File: src/sv/esd_pkg.sv
// ----------------------------------------------------------------------------
// esd_pkg - shared constants, types and tables for the epoch-to-date converter
// Calendar constants, divisor values and the month start table.
// ----------------------------------------------------------------------------
package esd_pkg;

  localparam int unsigned SECS_W  = 31;
  localparam int unsigned YEAR_W  = 11;
  localparam int unsigned MONTH_W = 4;
  localparam int unsigned DAY_W   = 5;
  localparam int unsigned HOUR_W  = 5;
  localparam int unsigned MIN_W   = 6;
  localparam int unsigned DOY_W   = 9;

  localparam logic [SECS_W-1:0] WINDOW_RESET = 31'd15768000;
  localparam logic [YEAR_W-1:0] EPOCH_YEAR   = 11'd1970;

  // 86400 = 2^7 * 675: the low seven bits of a timestamp pass straight through
  localparam int unsigned DAY_SHIFT   = 7;
  localparam int unsigned DAY_ODD_DIV = 675;
  localparam int unsigned CYCLE_DAYS  = 1461;
  localparam int unsigned SECS_HOUR   = 3600;
  localparam int unsigned SECS_MIN    = 60;

  // first day of each year within a four-year cycle starting in 1970
  localparam logic [10:0] YEAR1_START = 11'd365;
  localparam logic [10:0] YEAR2_START = 11'd730;
  localparam logic [10:0] YEAR3_START = 11'd1096;
  localparam logic [1:0]  LEAP_SLOT   = 2'd2;

  localparam logic [MONTH_W-1:0] MONTH_JAN = 4'd0;
  localparam logic [MONTH_W-1:0] MONTH_FEB = 4'd1;
  localparam logic [MONTH_W-1:0] MONTH_DEC = 4'd11;

  localparam logic [DOY_W-1:0] MONTH_START [12] = '{
    9'd0,   9'd31,  9'd59,  9'd90,  9'd120, 9'd151,
    9'd181, 9'd212, 9'd243, 9'd273, 9'd304, 9'd334
  };

  typedef struct packed {
    logic              show_year;
    logic [HOUR_W-1:0] hour;
    logic [MIN_W-1:0]  minute;
  } esd_time_t;

  function automatic logic [DOY_W-1:0] month_start(input logic [MONTH_W-1:0] m,
                                                   input logic leap);
    logic [DOY_W-1:0] base;
    base = MONTH_START[m];
    if (leap && (m > MONTH_FEB)) begin
      base = base + 9'd1;
    end
    return base;
  endfunction

endpackage

File: src/sv/esd_cdiv.sv
// ----------------------------------------------------------------------------
// esd_cdiv - pipelined divide by a constant
// Reciprocal multiply, remainder back-multiply, one correction step.
// Three register stages; a side word travels along with each item.
// ----------------------------------------------------------------------------
module esd_cdiv #(
  parameter int unsigned XW  = 24,
  parameter int unsigned DIV = 675,
  parameter int unsigned QW  = 15,
  parameter int unsigned RW  = 10,
  parameter int unsigned SW  = 8
) (
  input  logic          clk,
  input  logic          rst_n,
  input  logic          en,
  input  logic          valid_i,
  input  logic [XW-1:0] x_i,
  input  logic [SW-1:0] side_i,
  output logic          valid_o,
  output logic [QW-1:0] q_o,
  output logic [RW-1:0] rem_o,
  output logic [SW-1:0] side_o
);

  // floor(2^XW / DIV): estimate is the true quotient or one less
  localparam logic [XW-1:0] RECIP   = XW'((64'd1 << XW) / DIV);
  localparam logic [XW-1:0] DIVISOR = XW'(DIV);
  localparam logic [RW:0]   DIV_R   = (RW+1)'(DIV);

  logic            va_r;
  logic [XW-1:0]   x_a_r;
  logic [2*XW-1:0] prod_a_r;
  logic [SW-1:0]   side_a_r;

  logic            vb_r;
  logic [QW-1:0]   q0_b_r, q0_b_nxt;
  logic [RW:0]     r0_b_r, r0_b_nxt;
  logic [SW-1:0]   side_b_r;

  logic            vc_r;
  logic [QW-1:0]   q_c_r, q_c_nxt;
  logic [RW-1:0]   r_c_r, r_c_nxt;
  logic [SW-1:0]   side_c_r;

  logic [XW-1:0]   q0_full;
  logic [XW-1:0]   r0_full;

  always_comb begin
    q0_full  = prod_a_r[2*XW-1:XW];
    r0_full  = x_a_r - XW'(q0_full * DIVISOR);
    q0_b_nxt = q0_full[QW-1:0];
    r0_b_nxt = r0_full[RW:0];
  end

  always_comb begin
    if (r0_b_r >= DIV_R) begin
      q_c_nxt = q0_b_r + QW'(1);
      r_c_nxt = RW'(r0_b_r - DIV_R);
    end else begin
      q_c_nxt = q0_b_r;
      r_c_nxt = r0_b_r[RW-1:0];
    end
  end

  always_ff @(posedge clk) begin
    if (!rst_n) begin
      va_r <= 1'b0;
      vb_r <= 1'b0;
      vc_r <= 1'b0;
    end else if (en) begin
      va_r <= valid_i;
      vb_r <= va_r;
      vc_r <= vb_r;
    end
  end

  always_ff @(posedge clk) begin
    if (en) begin
      x_a_r    <= x_i;
      prod_a_r <= x_i * RECIP;
      side_a_r <= side_i;
      q0_b_r   <= q0_b_nxt;
      r0_b_r   <= r0_b_nxt;
      side_b_r <= side_a_r;
      q_c_r    <= q_c_nxt;
      r_c_r    <= r_c_nxt;
      side_c_r <= side_b_r;
    end
  end

  assign valid_o = vc_r;
  assign q_o     = q_c_r;
  assign rem_o   = r_c_r;
  assign side_o  = side_c_r;

  // estimate must be within one divisor of the answer
  a_est_close: assert property (@(posedge clk) disable iff (!rst_n)
    vb_r |-> (r0_b_r < 2 * DIV))
    else $error("esd_cdiv: quotient estimate off by more than one");

  a_rem_range: assert property (@(posedge clk) disable iff (!rst_n)
    vc_r |-> (r_c_r < DIV))
    else $error("esd_cdiv: remainder out of range");

endmodule

File: src/sv/esd_cal.sv
// ----------------------------------------------------------------------------
// esd_cal - calendar split of a day within a four-year cycle
// Stage one picks the year and day of year, stage two the month and day.
// ----------------------------------------------------------------------------
module esd_cal (
  input  logic                           clk,
  input  logic                           rst_n,
  input  logic                           en,
  input  logic                           valid_i,
  input  logic [4:0]                     cycle_i,
  input  logic [10:0]                    cday_i,
  input  esd_pkg::esd_time_t             tm_i,
  output logic                           valid_o,
  output logic [esd_pkg::YEAR_W-1:0]     year_o,
  output logic [esd_pkg::MONTH_W-1:0]    month_o,
  output logic [esd_pkg::DAY_W-1:0]      day_o,
  output esd_pkg::esd_time_t             tm_o
);

  logic                            vy_r;
  logic [esd_pkg::YEAR_W-1:0]      year_y_r, year_y_nxt;
  logic [esd_pkg::DOY_W-1:0]       doy_y_r, doy_y_nxt;
  logic                            leap_y_r, leap_y_nxt;
  esd_pkg::esd_time_t              tm_y_r;

  logic                            vm_r;
  logic [esd_pkg::YEAR_W-1:0]      year_m_r;
  logic [esd_pkg::MONTH_W-1:0]     month_m_r, month_m_nxt;
  logic [esd_pkg::DAY_W-1:0]       day_m_r, day_m_nxt;
  esd_pkg::esd_time_t              tm_m_r;

  logic [1:0]                      yic;
  logic [10:0]                     ybase;
  logic [esd_pkg::DOY_W-1:0]       mbase;
  logic [esd_pkg::DOY_W-1:0]       mstart;

  always_comb begin
    if (cday_i >= esd_pkg::YEAR3_START) begin
      yic   = 2'd3;
      ybase = esd_pkg::YEAR3_START;
    end else if (cday_i >= esd_pkg::YEAR2_START) begin
      yic   = 2'd2;
      ybase = esd_pkg::YEAR2_START;
    end else if (cday_i >= esd_pkg::YEAR1_START) begin
      yic   = 2'd1;
      ybase = esd_pkg::YEAR1_START;
    end else begin
      yic   = 2'd0;
      ybase = 11'd0;
    end
    doy_y_nxt  = esd_pkg::DOY_W'(cday_i - ybase);
    leap_y_nxt = (yic == esd_pkg::LEAP_SLOT);
    // four years per cycle: 4*cycle + slot is just the concatenation
    year_y_nxt = esd_pkg::EPOCH_YEAR + esd_pkg::YEAR_W'({cycle_i, yic});
  end

  always_comb begin
    month_m_nxt = esd_pkg::MONTH_JAN;
    mbase       = '0;
    mstart      = '0;
    for (int m = 1; m < 12; m++) begin
      mstart = esd_pkg::month_start(esd_pkg::MONTH_W'(m), leap_y_r);
      if (doy_y_r >= mstart) begin
        month_m_nxt = esd_pkg::MONTH_W'(m);
        mbase       = mstart;
      end
    end
    day_m_nxt = esd_pkg::DAY_W'(doy_y_r - mbase + 9'd1);
  end

  always_ff @(posedge clk) begin
    if (!rst_n) begin
      vy_r <= 1'b0;
      vm_r <= 1'b0;
    end else if (en) begin
      vy_r <= valid_i;
      vm_r <= vy_r;
    end
  end

  always_ff @(posedge clk) begin
    if (en) begin
      year_y_r  <= year_y_nxt;
      doy_y_r   <= doy_y_nxt;
      leap_y_r  <= leap_y_nxt;
      tm_y_r    <= tm_i;
      year_m_r  <= year_y_r;
      month_m_r <= month_m_nxt;
      day_m_r   <= day_m_nxt;
      tm_m_r    <= tm_y_r;
    end
  end

  assign valid_o = vm_r;
  assign year_o  = year_m_r;
  assign month_o = month_m_r;
  assign day_o   = day_m_r;
  assign tm_o    = tm_m_r;

  a_feb_len: assert property (@(posedge clk) disable iff (!rst_n)
    (vm_r && (month_m_r == esd_pkg::MONTH_FEB) && (year_m_r[1:0] != 2'b00))
      |-> (day_m_r <= 5'd28))
    else $error("esd_cal: day 29 in a common-year February");

endmodule

File: src/sv/epoch_seconds_to_date_top.sv
// ----------------------------------------------------------------------------
// epoch_seconds_to_date_top - seconds since 1970 to calendar date and time
// Splits a timestamp into year, month, day, hour and minute, and flags
// timestamps at least as old as the configured window.
// ----------------------------------------------------------------------------
//  channel | dir | payload
//  in_     | in  | tdata: stamp_seconds[30:0], now_seconds[61:31]
//  out_    | out | tdata: year, month_index, day_of_month, hour, minute;
//          |     | tuser: show_year
//  cfg_    | in  | wdata: recent_window
//
//  One transfer per cycle in and out while the output is not stalled;
//  four constant dividers of three stages each, then two calendar stages.
//  Reset clears all valid bits and loads the default window.
//  Every stage holds while a result sits in the output register untaken;
//  nothing is dropped or repeated across a stall.
// ----------------------------------------------------------------------------
module epoch_seconds_to_date_top (
  input  logic        clk,
  input  logic        rst_n,
  input  logic        in_tvalid,
  output logic        in_tready,
  input  logic [63:0] in_tdata,   // stamp_seconds[30:0], now_seconds[61:31]
  output logic        out_tvalid,
  input  logic        out_tready,
  output logic [31:0] out_tdata,  // year[10:0], month_index[14:11],
                                  // day_of_month[19:15], hour[24:20], minute[30:25]
  output logic        out_tuser,  // show_year[0]
  input  logic        cfg_wen,
  input  logic [30:0] cfg_wdata   // recent_window
);

  localparam int unsigned SW = esd_pkg::SECS_W;

  logic [SW-1:0]  window_r;
  logic           adv;

  logic [SW-1:0]  stamp;
  logic [SW-1:0]  now;
  logic [31:0]    age;
  logic           show;

  logic           v1;
  logic [14:0]    days1;
  logic [9:0]     rem1;
  logic [7:0]     side1;
  logic [16:0]    sod1;

  logic           v2;
  logic [4:0]     cyc2;
  logic [10:0]    cday2;
  logic [17:0]    side2;

  logic           v3;
  logic [4:0]     hour3;
  logic [11:0]    rem3;
  logic [16:0]    side3;

  logic           v4;
  logic [5:0]     min4;
  logic [21:0]    side4;

  esd_pkg::esd_time_t tm4;
  esd_pkg::esd_time_t tm_out;

  logic [esd_pkg::YEAR_W-1:0]  year_out;
  logic [esd_pkg::MONTH_W-1:0] month_out;
  logic [esd_pkg::DAY_W-1:0]   day_out;

  always_ff @(posedge clk) begin
    if (!rst_n) begin
      window_r <= esd_pkg::WINDOW_RESET;
    end else if (cfg_wen) begin
      window_r <= cfg_wdata;
    end
  end

  // whole pipeline advances unless the output holds an untaken result
  assign adv       = out_tready || !out_tvalid;
  assign in_tready = adv;

  assign stamp = in_tdata[30:0];
  assign now   = in_tdata[61:31];
  assign age   = {1'b0, now} - {1'b0, stamp};
  assign show  = ($signed(age) >= $signed({1'b0, window_r}));

  // days since epoch: (t >> 7) / 675
  esd_cdiv #(
    .XW (SW - esd_pkg::DAY_SHIFT),
    .DIV(esd_pkg::DAY_ODD_DIV),
    .QW (15),
    .RW (10),
    .SW (8)
  ) u_div_day (
    .clk    (clk),
    .rst_n  (rst_n),
    .en     (adv),
    .valid_i(in_tvalid && in_tready),
    .x_i    (stamp[SW-1:esd_pkg::DAY_SHIFT]),
    .side_i ({show, stamp[esd_pkg::DAY_SHIFT-1:0]}),
    .valid_o(v1),
    .q_o    (days1),
    .rem_o  (rem1),
    .side_o (side1)
  );

  assign sod1 = {rem1, side1[6:0]};

  // four-year cycles
  esd_cdiv #(
    .XW (15),
    .DIV(esd_pkg::CYCLE_DAYS),
    .QW (5),
    .RW (11),
    .SW (18)
  ) u_div_cycle (
    .clk    (clk),
    .rst_n  (rst_n),
    .en     (adv),
    .valid_i(v1),
    .x_i    (days1),
    .side_i ({side1[7], sod1}),
    .valid_o(v2),
    .q_o    (cyc2),
    .rem_o  (cday2),
    .side_o (side2)
  );

  esd_cdiv #(
    .XW (17),
    .DIV(esd_pkg::SECS_HOUR),
    .QW (5),
    .RW (12),
    .SW (17)
  ) u_div_hour (
    .clk    (clk),
    .rst_n  (rst_n),
    .en     (adv),
    .valid_i(v2),
    .x_i    (side2[16:0]),
    .side_i ({side2[17], cyc2, cday2}),
    .valid_o(v3),
    .q_o    (hour3),
    .rem_o  (rem3),
    .side_o (side3)
  );

  // remainder here is the seconds, which are dropped
  esd_cdiv #(
    .XW (12),
    .DIV(esd_pkg::SECS_MIN),
    .QW (6),
    .RW (6),
    .SW (22)
  ) u_div_min (
    .clk    (clk),
    .rst_n  (rst_n),
    .en     (adv),
    .valid_i(v3),
    .x_i    (rem3),
    .side_i ({side3, hour3}),
    .valid_o(v4),
    .q_o    (min4),
    .rem_o  (),
    .side_o (side4)
  );

  always_comb begin
    tm4.show_year = side4[21];
    tm4.hour      = side4[4:0];
    tm4.minute    = min4;
  end

  esd_cal u_cal (
    .clk    (clk),
    .rst_n  (rst_n),
    .en     (adv),
    .valid_i(v4),
    .cycle_i(side4[20:16]),
    .cday_i (side4[15:5]),
    .tm_i   (tm4),
    .valid_o(out_tvalid),
    .year_o (year_out),
    .month_o(month_out),
    .day_o  (day_out),
    .tm_o   (tm_out)
  );

  assign out_tdata = {1'b0, tm_out.minute, tm_out.hour, day_out, month_out, year_out};
  assign out_tuser = tm_out.show_year;

  a_date_range: assert property (@(posedge clk) disable iff (!rst_n)
    out_tvalid |-> ((month_out <= esd_pkg::MONTH_DEC) && (day_out != 5'd0)))
    else $error("top: month or day out of range");

  a_time_range: assert property (@(posedge clk) disable iff (!rst_n)
    out_tvalid |-> ((tm_out.hour <= 5'd23) && (tm_out.minute <= 6'd59)))
    else $error("top: hour or minute out of range");

  a_year_range: assert property (@(posedge clk) disable iff (!rst_n)
    out_tvalid |-> ((year_out >= 11'd1970) && (year_out <= 11'd2038)))
    else $error("top: year out of range");

endmodule

File: config.mk
export PLATFORM = sky130hd
export DESIGN_NAME = epoch_seconds_to_date_top
export DESIGN_NICKNAME = d
export VERILOG_FILES = /design/src/sv/esd_pkg.sv /design/src/sv/esd_cdiv.sv /design/src/sv/esd_cal.sv /design/src/sv/epoch_seconds_to_date_top.sv
export SDC_FILE = /design/constraint.sdc
export NUM_CORES = 1
export LEC_CHECK = 0
export BUFFER_PORTS_ARGS = -buffer_cell sky130_fd_sc_hd__buf_2
export CAP_MARGIN = 20
export CORE_ASPECT_RATIO = 1.2
export CORE_MARGIN = 3
export CORE_UTILIZATION = 63
export CTS_CLUSTER_SIZE = 10
export DETAILED_ROUTE_END_ITERATION = 8
export GPL_TIMING_DRIVEN = 0
export PLACE_DENSITY_LB_ADDON = 0.1
export SLEW_MARGIN = 20
export SYNTH_ARGS = -nofsm -noshare
export SYNTH_HDL_FRONTEND = slang
export SYNTH_SLANG_ARGS = --single-unit
File: constraint.sdc
create_clock -name clk -period 23.8 [get_ports clk]
set_clock_uncertainty 0.1 [all_clocks]
set_input_delay 4.76 -clock clk [delete_from_list [all_inputs] [get_ports clk]]
set_output_delay 4.76 -clock clk [all_outputs]
set_load 0.05 [all_outputs]
==> results of run 1 <==
-- logic make-up (layout without fill, tap and decap cells) --
family          after synthesis  count (layout)  share of synthesized area, %
compound gates              345             345                         7.507
xor+xnor                    175             175                         5.022
fa+ha+maj                   571             571                         26.90
buf+inv                     440             653                         5.453
flops                       510             510                         48.71
mux                          23              23                        0.7626
other cells                   1               3                       0.01229
simple gates                354             354                         5.633
-- worst max-delay path, stage by stage --
cell      delay, ns
buf_2          0.11
nor2b_1        0.30
inv_1          0.17
clkbuf_4       0.37
buf_12         0.28
buf_16         0.21
buf_2          0.26
-- per-stage QoR --
step           util [%]  setup TNS, ns  instance area [um^2]  hold slack, ns  worst slack, ns
2_1_floorplan         -              0                 30520          0.3003           0.8848
3_3_place_gp      67.30         -4.979                 31940          0.3008           -4.979
3_5_place_dp      67.80              0                 32180          0.3045            12.43
4_1_cts           71.08              0                 33730          0.3039            12.41
5_1_grt           71.08              0                 33740          0.3146            12.24
6_report          71.09              0                 33740          0.3075            12.40
-- worst max-delay path by stage --
stage / start / to / slack, ns
global route: out_tready / in_tready / 12.24
finish: out_tready / in_tready / 12.40
detailed placement: out_tready / in_tready / 12.43
global placement: out_tready / in_tready / -4.98
CTS: out_tready / in_tready / 12.41
floorplan: out_tready / in_tready / 0.88
-- final cells by class --
class	instances	share of cell area, %
timing repair buffer	139	2.596
multi-input combinational	1469	41.46
antenna	2	0.01483
buffer	27	0.3486
tap	623	2.310
clock inverter	3	0.1372
inverter	413	4.595
sequential	510	44.06
clock buffer	71	4.476
-- metal layers --
layer	up-vias	track usage (%)	wire, um
li1	8783	-	-
met1	8777	23.67	20210
met2	341	41.19	29580
met3	132	3.120	1883
met4	2	7.340	1753
met5	-	0	13
-- registers in the layout (all words and copies together) (netlist names), 17 cells and up --
register,cells
window_r,31
u_div_hour.side_b_r,17
u_div_hour.side_a_r,17
u_div_cycle.side_b_r,18
u_div_cycle.side_a_r,18
u_div_min.side_o,22
u_div_hour.side_o,17
u_div_cycle.side_o,18
u_div_min.side_b_r,22
u_div_min.side_a_r,22
-- cells in the mapped netlist, types with 3 or more instances --
| library cell | n |
|---|---|
| edfxtp_1 | 465 |
| ha_1 | 429 |
| inv_1 | 413 |
| fa_1 | 142 |
| xnor2_1 | 121 |
| nand2_1 | 109 |
| a21oi_1 | 88 |
| nor2_1 | 76 |
| a21o_1 | 56 |
| o21ai_0 | 56 |
| xor2_1 | 54 |
| dfxtp_1 | 45 |
| nor2b_1 | 35 |
| nor3_1 | 25 |
| nand3_1 | 23 |
| clkbuf_1 | 22 |
| nand2b_1 | 22 |
| mux2i_1 | 21 |
| o21a_1 | 20 |
| nand4_1 | 19 |
| o211ai_1 | 18 |
| a21boi_0 | 15 |
| a31oi_1 | 13 |
| a211oi_1 | 12 |
| o21bai_1 | 12 |
| and3_1 | 10 |
| o31ai_1 | 8 |
| a41o_1 | 7 |
| and2_1 | 7 |
| nor4_1 | 5 |
| or2_2 | 5 |
| or3_1 | 5 |
| a211o_1 | 4 |
| a31o_2 | 4 |
| a41oi_1 | 4 |
| a2111oi_0 | 3 |
| buf_4 | 3 |
| nand3b_1 | 3 |
| o221ai_1 | 3 |
==> out/metrics.csv, run 1 <==
stage,metric,value,unit
cts,# clock sinks,510,
cells_and_area,share of post-route cells with drive strength above 1,8.511,%
sta,Slew HR,34.30,%
worst_hold_path,hold path depth,0,
cts,"Clk Latency, worst-skew pair",0.57,ns
detailed_routing,Post-DRT Antenna Nets,0,
detailed_routing,DRT Wirelength,53.45,mm
sta,worst slew pin tran,0.9765,ns
cts,CTS buffer count,57,
placed_design,detailed placement HPWL,41.01,mm
yosys,sequential share of the synthesized area,48.71,%
sta,Final Max Tran Viols,0,
cts,CTS tree,done,
yosys,"Primary FF master, synth",edfxtp_1,
floorplan,height of the chip,247.1,um
sta,RSZ-0062 raised after global routing,no,
global_route,first-pass GRT wire length,88.17,mm
detailed_routing,DR pass1 iterations,6,
floorplan,Die Area,51130,um^2
detailed_routing,Vias,18040,
worst_setup_path,FF-to-FF End,u_cal.day_o[4],
yosys,fraction of registers with async set or reset after synthesis,0,%
worst_setup_path,CP Data Required Time,18.94,ns
sta,fin crit period,11.40,ns
cells_and_area,most frequent cells in the layout,"edfxtp_1, ha_1, inv_1",
sta,Setup Viol. Count Final,0,
detailed_routing,DR DRC count,0,
floorplan,site row count,87,
yosys,post-synth top area share,45.75,%
placed_design,placed cell count,3181,
cells_and_area,Register Area,14860,um^2
worst_setup_path,R2R Setup Slk,19.42,ns
yosys,Synth Area per Inst,12.62,um^2
worst_setup_path,worst r2r src,u_cal.leap_y_r,
global_route,largest net degree at the start of global routing,60,
cells_and_area,"most common cell after layout, fill and taps aside",edfxtp_1,
global_route,"Remaining Overflow, GRT",0,
global_route,vias in the first global route,18910,
sta,Final Hold Viols,0,
cts,Worst-path clk slew,0.05,ns
floorplan,io pins,135,
worst_setup_path,kind of critical path,in2out,
sta,Final Cycle Share,47.89,%
global_route,initial antenna violation count,3,
detailed_routing,Starting DRT DRC Count,1068,
cells_and_area,Nets,3288,
cts,clock buffer depth,3,
placed_design,port bufs,129,
sta,FMAX,87.73,MHz
floorplan,placeable core region,47460,um^2
yosys,synthesized net count,3090,
cts,post-CTS sizing,0,
worst_setup_path,Worst Path Arrival,6.54,ns
yosys,Area contributors post-synth,"edfxtp_1, ha_1, fa_1",
detailed_routing,WL/cell,16.41,um
worst_hold_path,hold path endpoint,u_div_cycle.side_b_r[15],
yosys,largest area contributor in the netlist,edfxtp_1,
cells_and_area,Post-Layout Cell Count,3257,
cells_and_area,# fillers,3254,
cts,Post-CTS Setup Bufs,0,
cts,CTS root buf,clkbuf_16,
detailed_routing,vias per inst,5.537,
run,max cap viols,0,
worst_hold_path,origin of the worst min-delay path,u_div_cycle.side_a_r[15],
cts,hold_buf cts,0,
worst_hold_path,hold crit path type,reg2reg,
yosys,synthesized area,30520,um^2
yosys,count of cell types in the netlist,69,
floorplan,initial core utilization,64.30,%
yosys,cells after synthesis,2419,
outcome,run status,completed,
yosys,"flops & latches, synth",510,
worst_setup_path,Worst R2R Path Depth,17,
cells_and_area,multi-input combinational cell area,13990,um^2
global_route,Total GRT Usage,21.34,%
worst_setup_path,crit path capture type,output port,
cells_and_area,Synth-to-Final Area Change,10.55,%
cts,H-tree levels,2,
yosys,Post-synth EDFFs,465,
floorplan,die width,206.9,um
yosys,Synth warnings,0,
placed_design,final estimated routing congestion in global placement,0.9102,
worst_setup_path,Worst Path Max Fanout,53,
worst_setup_path,Critical Path Start Type,primary input,
Power of run 1 is not shown: default switching activity piles up to over one toggle a cycle in this logic, so the estimate is an artifact.
==> inputs of run 2 (changes only) <==
Settings changed: ABC_AREA set to 1.
Clock period 23.8 ns to 11.35 ns, I/O delays scaled along.
==> out/metrics.csv, run 2 <==
stage,metric,value,unit
cells_and_area,number of flip-flops under the largest register name,31,
worst_setup_path,CP Data Required Time,11.59,ns
detailed_routing,WL/cell,16.12,um
cells_and_area,share of post-route cells with drive strength above 1,7.639,%
floorplan,site row count,90,
sta,FMAX,143.8,MHz
cts,hold_buf cts,0,
placed_design,port bufs,131,
yosys,largest area contributor in the netlist,edfxtp_1,
detailed_routing,DR DRC count,0,
sta,Final Hold Viols,0,
cts,CTS buffer count,57,
cells_and_area,Nets,3825,
yosys,Synth Area per Inst,10.86,um^2
yosys,sequential share of the synthesized area,46.24,%
sta,Slew HR,51.08,%
cts,Post-CTS Setup Bufs,0,
sta,Setup Viol. Count Final,0,
worst_hold_path,origin of the worst min-delay path,u_div_hour.side_o[10],
detailed_routing,Vias,20790,
outcome,run status,completed,
global_route,vias in the first global route,21460,
cts,H-tree levels,2,
floorplan,height of the chip,253.5,um
worst_setup_path,worst r2r src,u_div_day.prod_a_r[24],
sta,Final Max Tran Viols,0,
placed_design,detailed placement HPWL,48.81,mm
yosys,Post-synth EDFFs,465,
cells_and_area,# fillers,3663,
yosys,Post-synth top cells,"inv_1, edfxtp_1, ha_1",
detailed_routing,Starting DRT DRC Count,1266,
yosys,cells after synthesis,2959,
worst_setup_path,kind of critical path,in2reg,
yosys,Synth warnings,0,
yosys,most common cell in the netlist,inv_1,
run,max cap viols,0,
worst_setup_path,Critical Path Start Type,primary input,
floorplan,die width,212.2,um
worst_setup_path,Worst Path Arrival,7.20,ns
detailed_routing,DR pass1 iterations,7,
cts,clock buffer depth,3,
cells_and_area,most frequent cells in the layout,"inv_1, edfxtp_1, ha_1",
floorplan,initial core utilization,63.87,%
yosys,fraction of registers with async set or reset after synthesis,0,%
floorplan,placeable core region,50340,um^2
global_route,largest net degree at the start of global routing,108,
worst_hold_path,hold path depth,0,
yosys,"Primary FF master, synth",edfxtp_1,
yosys,count of cell types in the netlist,53,
detailed_routing,DRT Wirelength,61.67,mm
cts,Worst-path clk slew,0.06,ns
cells_and_area,Antenna diodes,0,
cts,# clock sinks,510,
floorplan,io pins,135,
cells_and_area,"most common cell after layout, fill and taps aside",inv_1,
global_route,first-pass GRT wire length,101.3,mm
worst_setup_path,crit path launch,in_tdata[29],
yosys,"flops & latches, synth",510,
sta,RSZ-0062 raised after global routing,no,
yosys,synthesized net count,3630,
cells_and_area,Synth-to-Final Area Change,9.925,%
cts,CTS tree,done,
sta,Final Cycle Share,61.29,%
worst_setup_path,crit path capture type,flop,
worst_setup_path,Worst Path Max Fanout,5,
sta,worst slew pin tran,0.7246,ns
detailed_routing,vias per inst,5.434,
yosys,synthesized area,32150,um^2
global_route,"Remaining Overflow, GRT",0,
detailed_routing,Post-DRT Antenna Nets,0,
yosys,Area contributors post-synth,"edfxtp_1, ha_1, fa_1",
cts,CTS root buf,clkbuf_16,
placed_design,final estimated routing congestion in global placement,0.8999,
yosys,post-synth top area share,43.44,%
worst_hold_path,hold crit path type,reg2reg,
global_route,Total GRT Usage,23.42,%
sta,fin crit period,6.956,ns
sta,Final TNS setup,0,ns
floorplan,Die Area,53780,um^2
worst_setup_path,Worst R2R Path Depth,14,
global_route,initial antenna violation count,0,
cts,"Clk Latency, worst-skew pair",0.59,ns
cells_and_area,largest reg by FF count,window_r,
cts,post-CTS sizing,0,
## run 2: kinds of logic after synthesis
group	after synthesis	share of synthesized area, %
AOI/OAI and AO/OA	416	7.150
xor gates and xnor gates	179	4.877
adders and majority gates	571	25.54
buffers and inverters	588	6.959
DFF	510	46.24
muxes	4	0.1401
other	1	0.01167
and+or+nand+nor	690	9.084
## run 2: worst paths after layout
path / endpoint / slack (ns)
worst max-delay path: u_div_day.prod_a_r[36] / 4.39
worst min-delay path: u_div_min.side_a_r[15] / 0.31
worst max register to register: u_div_day.r0_b_r[10] / 7.18
worst min register to register: u_div_min.side_a_r[15] / 0.31
## run 2: cell type report
| type | instances | area (um^2) | share of cell area (%) |
|---|---|---|---|
| sequential | 510 | 14860 | 42.06 |
| clock inverter | 3 | 37.54 | 0.1062 |
| timing repair buffer | 136 | 793.3 | 2.245 |
| tap | 644 | 805.8 | 2.280 |
| inverter | 565 | 2121 | 6.001 |
| multi-input combinational | 1861 | 15050 | 42.58 |
| buffer | 23 | 126.4 | 0.3576 |
| clock buffer | 83 | 1544 | 4.369 |
## run 2: critical path, cell delays in order
cell and delay, ns:
buf_2 0.14, inv_1 0.36, fa_1 0.50, inv_1 0.07, ha_1 0.22, ha_1 0.30
fa_1 0.49, fa_1 0.56, inv_1 0.06, fa_1 0.52, inv_1 0.04, ha_1 0.31
nand2_1 0.14, nor4_1 0.42, nand3_1 0.12, nand3_1 0.14, a21o_1 0.22, nand2_1 0.10
nand3_1 0.09, nand2_1 0.09
## run 2: metal layers
metal / up-vias / global-route usage [%] / wire [um]
met1: 9946 / 25.82 / 23040
li1: 10330 / - / -
met4: 0 / 8.500 / 2151
met2: 395 / 45.99 / 34370
met5: - / 0 / 0
met3: 117 / 2.655 / 2106
## run 2: through the flow
step                      instance area, um^2  hold slack [ns]  utilization [%]  worst slack, ns  instances
after floorplan                         32150           0.3003                -           0.4171       2959
after global placement                  33610           0.3003            66.77           -2.463       3734
after detailed placement                33760           0.3045            67.06            3.718       3739
after CTS                               35340           0.3109            70.20            4.369       3825
after global routing                    35340           0.3188            70.20            4.109       3825
final                                   35340           0.3089            70.20            4.394       3825
Power of run 2 is left out for the same reason.
==> inputs of run 3 (changes only) <==
Settings changed: ABC_AREA 1 to 0.
Clock period 11.35 ns to 7 ns, I/O delays scaled along.
==> out/metrics.csv, run 3 (same netlist as run 1, synthesis figures left out) <==
stage,metric,value,unit
cells_and_area,fin area,33690,um^2
cells_and_area,number of flip-flops under the largest register name,31,
cells_and_area,share of post-route cells with drive strength above 1,8.311,%
placed_design,placed cell area,32050,um^2
worst_setup_path,crit path capture type,flop,
worst_setup_path,Worst Path Max Fanout,5,
detailed_routing,Vias,18010,
detailed_routing,WL/cell,16.17,um
worst_setup_path,CP Data Required Time,7.24,ns
floorplan,placeable core region,47460,um^2
outcome,run status,completed,
floorplan,height of the chip,247.1,um
sta,RSZ-0062 raised after global routing,no,
global_route,largest net degree at the start of global routing,152,
detailed_routing,vias per inst,5.520,
placed_design,port bufs,129,
cts,CTS buffer count,57,
worst_setup_path,Critical Path Start Type,primary input,
worst_setup_path,crit path launch,in_tdata[22],
global_route,Total GRT Usage,21.21,%
sta,Final Cycle Share,96.50,%
worst_setup_path,worst r2r src,u_cal.leap_y_r,
worst_hold_path,origin of the worst min-delay path,u_div_day.prod_a_r[35],
cts,# clock sinks,510,
cells_and_area,final core occ,70.99,%
cts,Post-CTS Setup Bufs,0,
worst_setup_path,kind of critical path,in2reg,
detailed_routing,DR DRC count,0,
cells_and_area,Register Area,14860,um^2
cts,Worst-path clk slew,0.05,ns
sta,fin crit period,6.755,ns
sta,Final Hold Viols,0,
placed_design,detailed placement HPWL,40.19,mm
cells_and_area,Nets,3281,
cells_and_area,largest reg by FF count,window_r,
cts,CTS root buf,clkbuf_16,
placed_design,final estimated routing congestion in global placement,0.9096,
detailed_routing,DR pass1 iterations,5,
sta,Slew HR,42.65,%
sta,FMAX,148.0,MHz
sta,worst slew pin tran,0.8530,ns
global_route,initial antenna violation count,4,
cells_and_area,most frequent cells in the layout,"edfxtp_1, ha_1, inv_1",
floorplan,initial core utilization,64.30,%
global_route,"Remaining Overflow, GRT",0,
floorplan,io pins,135,
worst_hold_path,hold crit path type,reg2reg,
global_route,vias in the first global route,18960,
cells_and_area,"most common cell after layout, fill and taps aside",edfxtp_1,
sta,Setup Viol. Count Final,0,
cells_and_area,# fillers,3235,
cts,hold_buf cts,0,
cts,"Clk Latency, worst-skew pair",0.59,ns
floorplan,site row count,87,
global_route,first-pass GRT wire length,87.63,mm
sta,Final Max Tran Viols,0,
cts,H-tree levels,2,
cts,clock buffer depth,3,
detailed_routing,Post-DRT Antenna Nets,0,
worst_setup_path,Worst Path Arrival,6.99,ns
cts,CTS tree,done,
floorplan,die width,206.9,um
run,max cap viols,0,
sta,Final TNS setup,0,ns
cts,post-CTS sizing,0,
cells_and_area,Synth-to-Final Area Change,10.40,%
cells_and_area,multi-input combinational cell area,14000,um^2
detailed_routing,Starting DRT DRC Count,938,
floorplan,Die Area,51130,um^2
detailed_routing,DRT Wirelength,52.73,mm
==> run 3: cell count changes in the layout (fill, tap and decap cells not counted), sizes merged, moves of 67 or more <==
| cell | previous run | this run |
|---|---|---|
| nand2 | 355 | 109 |
| inv | 568 | 414 |
| nor2 | 176 | 76 |
| xor2 | 125 | 54 |
| o21ai | 141 | 58 |
| a21oi | 203 | 90 |
| xnor2 | 54 | 121 |
==> run 3: worst paths after layout <==
| kind | cells after the start | to | slack [ns] |
|---|---|---|---|
| worst max-delay path | 21 | u_div_day.prod_a_r[27] | 0.25 |
| worst min-delay path | 0 | u_div_day.q0_b_r[11] | 0.31 |
| worst max register to register | 17 | u_cal.day_o[4] | 2.79 |
| worst min register to register | 0 | u_div_day.q0_b_r[11] | 0.31 |
==> run 3: worst max-delay path, cell delays in order <==
cell and delay (ns):
buf_2 0.19, inv_1 0.17, fa_1 0.56, inv_1 0.04, ha_1 0.27, ha_1 0.31
fa_1 0.47, fa_1 0.54, inv_1 0.05, fa_1 0.52, inv_1 0.04, ha_1 0.32
a21o_1 0.20, a2111oi_1 0.48, o21ai_0 0.22, o31ai_2 0.41, o221ai_1 0.20, and2_1 0.22
o21a_1 0.19, nor2_1 0.11, xnor2_1 0.08
==> run 3: final cells by class <==
cell class | instances | share of cell area (%)
antenna | 4 | 0.02971
timing repair buffer | 132 | 2.161
tap | 623 | 2.314
clock buffer | 80 | 4.549
sequential | 510 | 44.12
multi-input combinational | 1469 | 41.54
buffer | 27 | 0.4011
clock inverter | 4 | 0.2859
inverter | 413 | 4.601
==> run 3: metrics by stage <==
stage	std cells	setup slack (ns)	hold WS (ns)
floorplan	2419	0.4632	0.3003
global placement	3171	-1.390	0.3008
detailed placement	3174	-0.4097	0.3045
finish	3262	0.2453	0.3095
CTS	3258	0.2123	0.3124
global route	3261	0.02536	0.3166
==> run 3: metal layers <==
metal | vias up | part of all wire, % | GRT usage, %
li1 | 8783 | - | -
met1 | 8765 | 37 | 23.30
met2 | 338 | 56 | 41.17
met3 | 121 | 3.3 | 2.633
met4 | 0 | 3.3 | 8.014
met5 | - | 0 | 0
Power of run 3 is left out for the same reason.
